==> src/design/wireframe_edge_projector_assert.svh <==
// Assertion macros for the wireframe edge projector.
// Used by modules that check their own control sequencing; needs clk and rst in scope.
`ifndef WIREFRAME_EDGE_PROJECTOR_ASSERT_SVH
`define WIREFRAME_EDGE_PROJECTOR_ASSERT_SVH
`ifndef NO_ASSERTIONS
// Checked outside reset
`define WEP_ASSERT(label, prop, msg) \
  label: assert property (@(posedge clk) disable iff (rst) prop) else $error(msg);
// Checked at every edge, reset included
`define WEP_ASSERT_ALWAYS(label, prop, msg) \
  label: assert property (@(posedge clk) prop) else $error(msg);
`else
`define WEP_ASSERT(label, prop, msg)
`define WEP_ASSERT_ALWAYS(label, prop, msg)
`endif
`endif

==> src/design/wep_pkg.sv <==
// Shared types and constants for the wireframe edge projector.
// No dependencies; imported by the controller, datapath and top level.
package wep_pkg;

  // Item modes
  localparam logic [1:0] MODE_LOAD_POINT  = 2'd0;
  localparam logic [1:0] MODE_LOAD_MATRIX = 2'd1;
  localparam logic [1:0] MODE_DRAW_EDGE   = 2'd2;

  // Configuration register indexes
  localparam int CFG_IDX_W = 3;
  localparam int CFG_DATA_W = 32;
  localparam logic [CFG_IDX_W-1:0] CFG_WINDOW_WIDTH  = 3'd0;
  localparam logic [CFG_IDX_W-1:0] CFG_WINDOW_HEIGHT = 3'd1;
  localparam logic [CFG_IDX_W-1:0] CFG_OFFSET_X      = 3'd2;
  localparam logic [CFG_IDX_W-1:0] CFG_OFFSET_Y      = 3'd3;
  localparam logic [CFG_IDX_W-1:0] CFG_OFFSET_Z      = 3'd4;

  localparam logic [12:0] WINDOW_WIDTH_RESET  = 13'd1680;
  localparam logic [12:0] WINDOW_HEIGHT_RESET = 13'd1050;

  // Controller to datapath commands
  typedef struct packed {
    logic       capture;       // latch input item
    logic       store_point;   // write point stores
    logic       store_matrix;  // write matrix entry
    logic       rd_point;      // read point stores
    logic       ep;            // endpoint: 0 start, 1 end
    logic       mac_step;      // issue one matrix product
    logic [3:0] mac_k;         // matrix entry of this product
    logic       div_start;     // start w division
    logic       axis;          // 0 x, 1 y
    logic       pix_mul;       // viewport multiply
    logic       pix_store;     // round, saturate, store pixel
    logic       emit;          // present the line
  } wep_cmd_t;

  // Datapath to controller status
  typedef struct packed {
    logic [1:0] mode;
    logic       idx1_ok;
    logic       idx2_ok;
    logic       reject;
    logic       div_busy;
    logic       div_done;
  } wep_status_t;

endpackage

==> src/design/wep_control.sv <==
// Controller state machine sequencing loads, transforms, divisions and pixel steps.
// Depends on wep_pkg and the assertion header.
`include "wireframe_edge_projector_assert.svh"
module wep_control (
  input  logic                 clk,
  input  logic                 rst,
  input  logic                 start,
  output logic                 busy,
  input  wep_pkg::wep_status_t status,
  output wep_pkg::wep_cmd_t    cmd
);
  import wep_pkg::*;

  typedef enum logic [10:0] {
    S_IDLE   = 11'b000_0000_0001,
    S_DECODE = 11'b000_0000_0010,
    S_RDPT   = 11'b000_0000_0100,
    S_MAC    = 11'b000_0000_1000,
    S_DRAIN  = 11'b000_0001_0000,
    S_CHECK  = 11'b000_0010_0000,
    S_DSTART = 11'b000_0100_0000,
    S_DIV    = 11'b000_1000_0000,
    S_PMUL   = 11'b001_0000_0000,
    S_PSAT   = 11'b010_0000_0000,
    S_EMIT   = 11'b100_0000_0000
  } state_t;

  state_t     state, state_next;
  logic [3:0] k, k_next;
  logic       ep, ep_next;
  logic       axis, axis_next;

  always_ff @(posedge clk) begin
    if (rst) begin
      state <= S_IDLE;
      k     <= '0;
      ep    <= 1'b0;
      axis  <= 1'b0;
    end else begin
      state <= state_next;
      k     <= k_next;
      ep    <= ep_next;
      axis  <= axis_next;
    end
  end

  assign busy = (state != S_IDLE);

  // Next state and commands
  always_comb begin
    state_next = state;
    k_next     = k;
    ep_next    = ep;
    axis_next  = axis;
    cmd        = '0;
    cmd.ep     = ep;
    cmd.axis   = axis;
    cmd.mac_k  = k;
    unique case (state)
      S_IDLE: begin
        if (start) begin
          cmd.capture = 1'b1;
          state_next  = S_DECODE;
        end
      end
      S_DECODE: begin
        ep_next    = 1'b0;
        state_next = S_IDLE;
        case (status.mode)
          MODE_LOAD_POINT:  cmd.store_point  = status.idx1_ok;
          MODE_LOAD_MATRIX: cmd.store_matrix = 1'b1;
          MODE_DRAW_EDGE: begin
            if (status.idx1_ok && status.idx2_ok) begin
              state_next = S_RDPT;
            end
          end
          default: ;
        endcase
      end
      S_RDPT: begin
        cmd.rd_point = 1'b1;
        k_next       = '0;
        state_next   = S_MAC;
      end
      S_MAC: begin
        cmd.mac_step = 1'b1;
        k_next       = k + 1'b1;
        if (k == 4'd15) begin
          state_next = S_DRAIN;
        end
      end
      S_DRAIN: state_next = S_CHECK;
      S_CHECK: begin
        axis_next  = 1'b0;
        state_next = status.reject ? S_IDLE : S_DSTART;
      end
      S_DSTART: begin
        cmd.div_start = 1'b1;
        state_next    = S_DIV;
      end
      S_DIV: begin
        if (status.div_done) begin
          state_next = S_PMUL;
        end
      end
      S_PMUL: begin
        cmd.pix_mul = 1'b1;
        state_next  = S_PSAT;
      end
      S_PSAT: begin
        cmd.pix_store = 1'b1;
        if (!axis) begin
          axis_next  = 1'b1;
          state_next = S_DSTART;
        end else if (!ep) begin
          ep_next    = 1'b1;
          state_next = S_RDPT;
        end else begin
          state_next = S_EMIT;
        end
      end
      S_EMIT: begin
        cmd.emit   = 1'b1;
        state_next = S_IDLE;
      end
      default: state_next = S_IDLE;
    endcase
  end

  `WEP_ASSERT(a_accept_decodes, (state == S_IDLE && start) |=> (state == S_DECODE), "accepted transaction not decoded")
  `WEP_ASSERT(a_emit_returns_idle, cmd.emit |=> !busy, "not idle after emitting a line")
  `WEP_ASSERT(a_div_not_restarted, cmd.div_start |-> !status.div_busy, "divider restarted while busy")
  `WEP_ASSERT(a_div_done_waited, status.div_done |-> (state == S_DIV), "division finished outside wait state")
endmodule

==> config.mk <==
export PLATFORM = sky130hd
export DESIGN_NAME = wep_control
export DESIGN_NICKNAME = d
export VERILOG_FILES = /design/src/design/wep_pkg.sv /design/src/design/wep_control.sv
export VERILOG_INCLUDE_DIRS = /design/src /design/src/design
export SDC_FILE = /design/constraint.sdc
export NUM_CORES = 1
export LEC_CHECK = 0
export ABC_AREA = 1
export BUFFER_PORTS_ARGS = -buffer_cell sky130_fd_sc_hd__buf_2
export CORE_MARGIN = 2
export CORE_UTILIZATION = 45
export CTS_BUF_LIST = sky130_fd_sc_hd__clkbuf_4
export DETAILED_ROUTE_END_ITERATION = 6
export PLACE_DENSITY = 0.74
export SLEW_MARGIN = 20
export SYNTH_ARGS = -nofsm -noshare
export SYNTH_HDL_FRONTEND = slang
export SYNTH_SLANG_ARGS = --single-unit
==> constraint.sdc <==
create_clock -name clk -period 1.89 [get_ports clk]
set_input_delay 0.189 -clock clk [delete_from_list [all_inputs] [get_ports clk]]
set_output_delay 0.189 -clock clk [all_outputs]
set_load 0.005 [all_outputs]
==> reports/summary.txt, run 1 <==
Run status: complete, no violations
F_max: 589 MHz
Half-perimeter wire length after placement: 1730 um
Slowest CP cell: dfxtp_1
Worst Setup Path Type: reg -> out
Final ANT Viol Nets: 0
Row Count: 17
DP Area: 0.00117 mm2
Asr flop ratio synth: 0%
Crit-path max FO: 4
Setup bufs post-CTS: 0
Fin. max-slew vios: 0
Pwr dens: 1140 mW/mm2
FF+latch count, synth: 17
Avg Cell Area, Syn: 6.98 um2
Placed insts: 197
Fill count: 203
Multi-input gate area: 589 um2
Post-Synthesis Net Count: 160
Mapped cell area: 0.00104 mm2
Initial DRT Pass Iterations: 4
Most frequent cells in the layout: 33 x nand2_1, 24 x buf_2, 20 x inv_1
Die X: 52.1 um
Period utilisation layout: 89.8%
Cells after Synth: 149
Core area: 0.00219 mm2
Final setup violation count: 0
CTS Buffer Depth: 2
CTS Buf Count: 3
Worst slew margin: 78.5%
Worst-Skew Late Latency: 0.30 ns
IO buf count: 24
Worst Path Buf+Inv: 2
CP Cell Sequence: inv_1, nand2_1, nor3_1, nand2_1, nor3_1, buf_2
Min Clock Period, post-route: 1.70 ns
Synthesis warning total: 0
Setup Skew: 0.0106 ns
WL final: 2130 um
Layout area overhead: 15.0%
Gpl congestion: 0.824
Ant. Diodes: 0
Vias: 981
Layout cells sized above 1: 27.2%
Post-CTS Resized: 0
Most common cell after layout, fill and taps aside: nand2_1
Vias/cell: 4.88
DIE AREA: 0.00271 mm2
1st-iter DRT viols: 13
# IOs: 26
Starting Density: 47.5%
Leak Pwr: 0.000635 uW
Total grt overflow: 0
Fin. Hold Viols: 0
Hold WS: 0.193 ns
Number of synthesized flops with an enable pin: 0
Setup TNS: 0 ns
CTS tree: built
RSZ-0062 raised after global routing: false
Critical path arrival: 1.51 ns
DRC viols: 0
Avg WL per Cell: 10.6 um
# hold bufs at CTS: 0
CTS clock-pin slew for the worst setup and hold paths: 0.11 ns
Cell Count, Final, Fillers Out: 201
Worst vdd ir: 0.000472 V
Crit. End Element: primary output
Register area share after synthesis: 32.7%
Setup crit start kind: register
Power Total: 1360 uW
First-pass GRT wire length: 3520 um
Vias in the first global route: 892
Tot GR Track Use: 17.5%
Die Y-Extent: 52.1 um
Worst hold path class: in -> reg
Post-route design area: 0.00120 mm2
Largest net degree at the start of global routing: 11
Primary FF master, synth: dfxtp_1
Max-cap violations: 0
CTS sink cnt: 17
Largest stage delay, worst path: 0.35 ns
Root buf cell: clkbuf_4
Synth cell types: 28
Worst slew pin tran: 0.320 ns
H-tree depth: 1
CP required: 1.70 ns
Nets@finish: 185
Initial antenna violation count: 0
Delay-heaviest family, CP: simple AND/OR/NAND/NOR gates
FF+latch area: 340 um2
worst paths after layout:
check	depth (start not counted)	start	slack, ns	end
min	2	rst	0.19	k[1]
max reg2reg	7	state[9]	0.55	state[2]
max	6	state[3]	0.19	cmd[12]
min reg2reg	2	ep	0.48	state[10]
power breakdown:
group          internal [uW]  switching, uW
Clock                   78.8            119
Sequential               415           48.3
Combinational            237            466
cells in the mapped netlist, types with 2 or more instances:
cell     number  area, um2
nor2_4        4       45.0
dfxtp_1      17        340
nand3_2       2       20.0
nand2_4       3       33.8
a21oi_1       6       30.0
nand3_1       9       45.0
nor3_1        9       45.0
nand2_2       2       12.5
nor2_1       19       71.3
inv_1        20       75.1
nor2_2        3       18.8
buf_4         3       22.5
nand2_1      33        124
o21ai_0       5       25.0
worst reg2reg max path, stage by stage (launching register included):
cell and delay (ns):
dfxtp_1 0.35, nor2_2 0.17, nand2_4 0.10, nor2_4 0.17
nand3_2 0.15, nand3_4 0.17, nor2_1 0.07, nor2_1 0.11
through the flow:
| stage | util, % | worst slack, ns |
|---|---|---|
| floorplan | - | 0.697 |
| global placement | 53.3 | 0.563 |
| detailed placement | 53.3 | 0.539 |
| CTS | 54.6 | 0.190 |
| global route | 54.6 | 0.0437 |
| finish | 54.6 | 0.194 |
layer usage:
layer,routed length (um),vias up,global-route usage (%)
li1,-,514,-
met1,847,440,18.6
met2,1140,23,33.3
met3,106,4,2.59
met4,29,0,7.89
met5,0,-,0
final cells by class:
class | instances | area share [%]
multi-input combinational | 106 | 49.3
sequential | 17 | 28.5
timing repair buffer | 24 | 10.0
inverter | 22 | 7.01
tap | 28 | 2.93
clock buffer | 3 | 1.88
clock inverter | 1 | 0.418
cells by family (layout without fill, tap and decap cells):
family	after synthesis	count (layout)	synth area share [%]
AO/OA/AOI/OAI	13	13	6.50
AND/OR/NAND/NOR	91	91	48.1
XOR/XNOR	1	1	0.843
adder cells (fa/ha/maj)	1	1	1.20
flip-flops	17	17	32.7
buffers and inverters	26	50	10.6
registers in the layout, summed over array words and instances (netlist names):
name,cells
state,11
ep,1
axis,1
k,4
No activity file was read; power rests on OpenSTA's default activity.
==> run 2, diff against run 1 <==
--- a/config.mk
+++ b/config.mk
@@ -14,3 +14,3 @@
 export DETAILED_ROUTE_END_ITERATION = 6
-export PLACE_DENSITY = 0.74
+export PLACE_DENSITY = 0.69
 export SLEW_MARGIN = 20
==> constraint.sdc (replaced) <==
create_clock -name clk -period 1.89 [get_ports clk]
set_input_delay 0.2835 -clock clk [delete_from_list [all_inputs] [get_ports clk]]
set_output_delay 0.2835 -clock clk [all_outputs]
set_load 0.005 [all_outputs]
==> run 2 against run 1 <==
Effect of this change: die area stayed put; utilization rose by 0.57 points; sequential share of layout area fell by 0.29 points; global-route usage grew 1.8 points; sequential cell count unchanged; combinational power grew 2%; first-iteration DRC count up 15%; via count is 0.10% lower; critical path type unchanged; critical endpoint is now cmd[14]; largest cell class unchanged.
==> reports/summary.txt, run 2 (synthesized netlist as in run 1, its figures left out) <==
Worst slew margin: 84.0% (was 78.5%)
Finished Core Util: 55.2% (was 54.6%)
Fin. Hold Viols: 0 (unchanged)
Max-cap violations: 0 (unchanged)
Number of flip-flops in the largest register: 11 (unchanged)
RSZ-0062 raised after global routing: false (unchanged)
F_max: 578 MHz (was 589 MHz)
# hold bufs at CTS: 0 (unchanged)
FF+latch area: 340 um2 (unchanged)
1st-iter DRT viols: 15 (was 13)
Critical path arrival: 1.45 ns (was 1.51 ns)
Avg WL per Cell: 10.7 um (was 10.6 um)
Worst vdd ir: 0.000561 V (was 0.000472 V)
Leak Pwr: 0.000637 uW (was 0.000635 uW)
Final ANT Viol Nets: 0 (unchanged)
Vias: 980 (was 981)
Slowest CP cell: dfxtp_1 (unchanged)
Fill count: 220 (was 203)
H-tree depth: 1 (unchanged)
Setup bufs post-CTS: 0 (unchanged)
Final setup violation count: 0 (unchanged)
CP Cell Sequence: nor2_1, nand2_2, nor2_4, nand2_1, nor2_1, buf_2 (was inv_1, nand2_1, nor3_1, nand2_1, nor3_1, buf_2)
CTS clock-pin slew for the worst setup and hold paths: 0.09 ns (was 0.11 ns)
CTS Buffer Depth: 2 (unchanged)
Setup Skew: 0.00939 ns (was 0.0106 ns)
Worst slew pin tran: 0.239 ns (was 0.320 ns)
Vias/cell: 4.88 (about the same)
Starting Density: 47.5% (unchanged)
Ant. Diodes: 0 (unchanged)
CTS tree: built (unchanged)
Worst-Skew Late Latency: 0.30 ns (about the same)
Initial antenna violation count: 0 (unchanged)
CTS Buf Count: 3 (unchanged)
DIE AREA: 0.00271 mm2 (unchanged)
Vias in the first global route: 940 (was 892)
Crit. End Element: primary output (unchanged)
Half-perimeter wire length after placement: 1780 um (was 1730 um)
Most common cell after layout, fill and taps aside: nand2_1 (unchanged)
Top cell by count, worst path: nor2_1
IO buf count: 24 (unchanged)
Multi-input gate area: 599 um2 (was 589 um2)
First-pass GRT wire length: 3810 um (was 3520 um)
Row Count: 17 (unchanged)
Setup TNS: 0 ns (unchanged)
Worst Setup Path Type: reg -> out (unchanged)
Final setup margin: 0.160 ns (was 0.194 ns)
Setup crit start kind: register (unchanged)
Min Clock Period, post-route: 1.73 ns (was 1.70 ns)
Pre-CTS setup slack: 0.422 ns (was 0.539 ns)
Nets@finish: 185 (unchanged)
DRC viols: 0 (unchanged)
Gpl congestion: 0.805 (was 0.824)
Largest stage delay, worst path: 0.33 ns (was 0.35 ns)
Crit-path max FO: 5 (was 4)
Total grt overflow: 0 (unchanged)
Most flop-heavy register: state (unchanged)
Run status: complete, no violations (unchanged)
Period utilisation layout: 91.6% (was 89.8%)
Fin. max-slew vios: 0 (unchanged)
CP required: 1.61 ns (was 1.70 ns)
Root buf cell: clkbuf_4 (unchanged)
Die Y-Extent: 52.1 um (unchanged)
Top flop regs: state (11), k (4) (unchanged)
Largest net degree at the start of global routing: 11 (unchanged)
WL final: 2160 um (was 2130 um)
Die X: 52.1 um (unchanged)
Layout area overhead: 16.2% (was 15.0%)
# IOs: 26 (unchanged)
Pwr dens: 1150 mW/mm2 (was 1140 mW/mm2)
Core area: 0.00219 mm2 (unchanged)
Most frequent cells in the layout: 32 x nand2_1, 24 x buf_2, 20 x inv_1 (was 33 x nand2_1, 24 x buf_2, 20 x inv_1)
Worst hold path class: in -> reg (unchanged)
CTS sink cnt: 17 (unchanged)
Tot GR Track Use: 19.3% (was 17.5%)
Layout cells sized above 1: 28.9% (was 27.2%)
Initial DRT Pass Iterations: 4 (unchanged)
run 2: power breakdown:
part           internal, uW  switching, uW
combinational           247            469
sequential              415           48.5
clock                  96.7            117
total                   758            635
run 2: metrics by stage:
step / instance area (um2) / instances / power, uW / hold slack, ns
after global routing: 1210 / 201 / 1530 / 0.297
final: 1210 / 201 / 1390 / 0.291
after global placement: 1170 / 197 / 1160 / 0.462
after floorplan: 1040 / 149 / 1020 / 0.449
after detailed placement: 1170 / 197 / 1180 / 0.475
after CTS: 1200 / 201 / 1390 / 0.290
run 2: per-layer routing:
layer / GRT usage, % / vias to the layer above / wire length, um
met2: 34.4 / 24 / 1100
met3: 3.45 / 5 / 84
met5: 0 / - / 0
met1: 21.5 / 436 / 928
li1: - / 515 / -
met4: 10.1 / 0 / 43
run 2: worst paths after layout:
path / from / endpoint / slack, ns / cells after the start
worst min-delay path: rst / axis / 0.29 / 2
worst max-delay path: state[6] / cmd[14] / 0.16 / 6
worst min register to register: ep / state[10] / 0.49 / 2
worst max register to register: state[6] / state[6] / 0.57 / 8
run 2: layout make-up:
cell class              count  share of cell area [%]
multi-input cells         106                    49.6
flip-flops and latches     17                    28.2
repair buffers             24                    9.94
inverters                  22                    6.94
well taps                  28                    2.90
clock buffers               4                    2.48
run 2: worst max-delay path: cells and delay by family (launching register included):
kind                   cells  cell delay [ns]
buffers and inverters      1             0.12
flip-flops                 1             0.33
AND/OR/NAND/NOR            5             0.71
run 2: timing repair:
item | 4_1_cts | 5_1_grt
gates resized for setup | 0 | 3
hold endpoints to repair | 0 | 0
setup endpoints to repair | 0 | 2
==> run 3, diff against run 2 <==
Settings changed: CORE_MARGIN 2 to unset.
==> run 3 against run 2 <==
Effect of this change: hold slack about the same; critical path type unchanged; first-iteration DRC count did not move; highest routed layer unchanged; critical path depth stayed put; largest power group unchanged; non-clock buffer count stayed put; sequential power about the same; cell count unchanged.
==> reports/summary.txt, run 3 (synthesized netlist as in run 1, its figures left out) <==
Crit-path max FO: 5 (unchanged)
Hold WS: 0.291 ns (about the same)
Layout cells sized above 1: 28.3% (was 28.9%)
Max-cap violations: 0 (unchanged)
Nets@finish: 185 (unchanged)
Largest stage delay, worst path: 0.35 ns (was 0.33 ns)
Slowest CP cell: dfxtp_1 (unchanged)
Placed insts: 197 (unchanged)
Cell Count, Final, Fillers Out: 201 (unchanged)
Pwr dens: 1130 mW/mm2 (was 1150 mW/mm2)
Setup Skew: 0.00655 ns (was 0.00939 ns)
Run status: complete, no violations (unchanged)
1st-iter DRT viols: 15 (unchanged)
CTS Buf Count: 3 (unchanged)
Vias: 962 (was 980)
# IOs: 26 (unchanged)
Initial antenna violation count: 0 (unchanged)
Initial DRT Pass Iterations: 4 (unchanged)
Multi-input gate area: 604 um2 (was 599 um2)
Ant. Diodes: 0 (unchanged)
First-pass GRT wire length: 3660 um (was 3810 um)
# hold bufs at CTS: 0 (unchanged)
Leak Pwr: 0.000639 uW (was 0.000637 uW)
Top flop regs: state (11), k (4) (unchanged)
Critical path arrival: 1.50 ns (was 1.45 ns)
Fin. Hold Viols: 0 (unchanged)
Die X: 50.1 um (was 52.1 um)
DIE AREA: 0.00251 mm2 (was 0.00271 mm2)
Met1 Resource Use GR: 19.1% (was 21.5%)
CP Cell Sequence: nor2_1, nand2_2, nor2_4, nand2_1, nor3_2, buf_2 (was nor2_1, nand2_2, nor2_4, nand2_1, nor2_1, buf_2)
Worst vdd ir: 0.000691 V (was 0.000561 V)
FF+latch area: 340 um2 (unchanged)
Met2 Usage GRT: 37.8% (was 34.4%)
Die Y-Extent: 50.1 um (was 52.1 um)
F_max: 560 MHz (was 578 MHz)
CTS tree: built (unchanged)
Fill count: 245 (was 220)
Crit. End Element: primary output (unchanged)
Most crowded layer after global routing: met2 (unchanged)
Most common cell after layout, fill and taps aside: nand2_1 (unchanged)
Worst hold path class: in -> reg (unchanged)
Total grt overflow: 0 (unchanged)
Final setup violation count: 0 (unchanged)
DRC viols: 0 (unchanged)
Final ANT Viol Nets: 0 (unchanged)
WL final: 2200 um (was 2160 um)
Half-perimeter wire length after placement: 1760 um (was 1780 um)
IO buf count: 24 (unchanged)
CTS sink cnt: 17 (unchanged)
Most flop-heavy register: state (unchanged)
CTS Buffer Depth: 2 (unchanged)
Worst Setup Path Type: reg -> out (unchanged)
DP Area: 0.00117 mm2 (unchanged)
Starting Density: 47.5% (unchanged)
Vias/cell: 4.79 (was 4.88)
Layout area overhead: 16.5% (was 16.2%)
Setup crit start kind: register (unchanged)
GR Layer Usage met3: 5.56% (was 3.45%)
Gpl congestion: 0.774 (was 0.805)
CP required: 1.61 ns (about the same)
Root buf cell: clkbuf_4 (unchanged)
Period utilisation layout: 94.5% (was 91.6%)
Worst slew margin: 83.4% (was 84.0%)
CTS clock-pin slew for the worst setup and hold paths: 0.10 ns (was 0.09 ns)
H-tree depth: 1 (unchanged)
Vias in the first global route: 914 (was 940)
Post-route design area: 0.00121 mm2 (about the same)
Tot GR Track Use: 19.2% (was 19.3%)
Min Clock Period, post-route: 1.79 ns (was 1.73 ns)
Worst slew pin tran: 0.248 ns (was 0.239 ns)
Core area: 0.00219 mm2 (unchanged)
Worst-Skew Late Latency: 0.29 ns (was 0.30 ns)
Most frequent cells in the layout: 33 x nand2_1, 24 x buf_2, 20 x inv_1 (was 32 x nand2_1, 24 x buf_2, 20 x inv_1)
Largest net degree at the start of global routing: 11 (unchanged)
Row Count: 17 (unchanged)
Power Total: 1370 uW (was 1390 uW)
Fin. max-slew vios: 0 (unchanged)
Avg WL per Cell: 10.9 um (was 10.7 um)
RSZ-0062 raised after global routing: false (unchanged)
Setup TNS: 0 ns (unchanged)
Number of flip-flops in the largest register: 11 (unchanged)
==> run 3: worst paths after layout <==
kind	start	endpoint	slack (ns)	cells after the start
max	state[4]	cmd[12]	0.10	6
max reg2reg	state[4]	state[2]	0.55	10
min	rst	k[3]	0.29	2
min reg2reg	ep	state[10]	0.48	2
==> run 3: repair_timing <==
item,4_1_cts,5_1_grt
setup buffers,0,0
endpoints found under the hold margin,0,0
setup endpoints to repair,0,2
gates resized for setup,0,3
==> run 3: area by class of cell <==
cell class	count	share of cell area [%]
clock buffers	3	1.86
flip-flops and latches	17	28.1
clock inverters	1	0.413
repair buffers	24	9.92
multi-input cells	106	49.9
well taps	28	2.89
inverters	22	6.92
==> run 3: critical path, delay by kind of cell (launching register included) <==
kind	cells	cell delay [ns]
and+or+nand+nor	5	0.72
buffers and inverters	1	0.14
DFF	1	0.35
==> run 3: metal layers <==
layer  vias up  part of all wire, %
li1        512                    -
met1       432                   43
met2        16                   54
met3         2                  2.8
met4         0                 0.59
met5         -                    0
==> run 3: report_power, final <==
part | internal [uW] | switching, uW | total (uW)
Sequential | 415 | 48.9 | 464
Combinational | 238 | 471 | 709
Clock | 78.7 | 116 | 195
==> run 3: per-stage QoR <==
stage / util, % / setup slack (ns)
floorplan: - / 0.625
global placement: 53.3 / 0.457
detailed placement: 53.3 / 0.435
CTS: 54.6 / 0.0930
global route: 55.3 / 0.00754
finish: 55.3 / 0.105
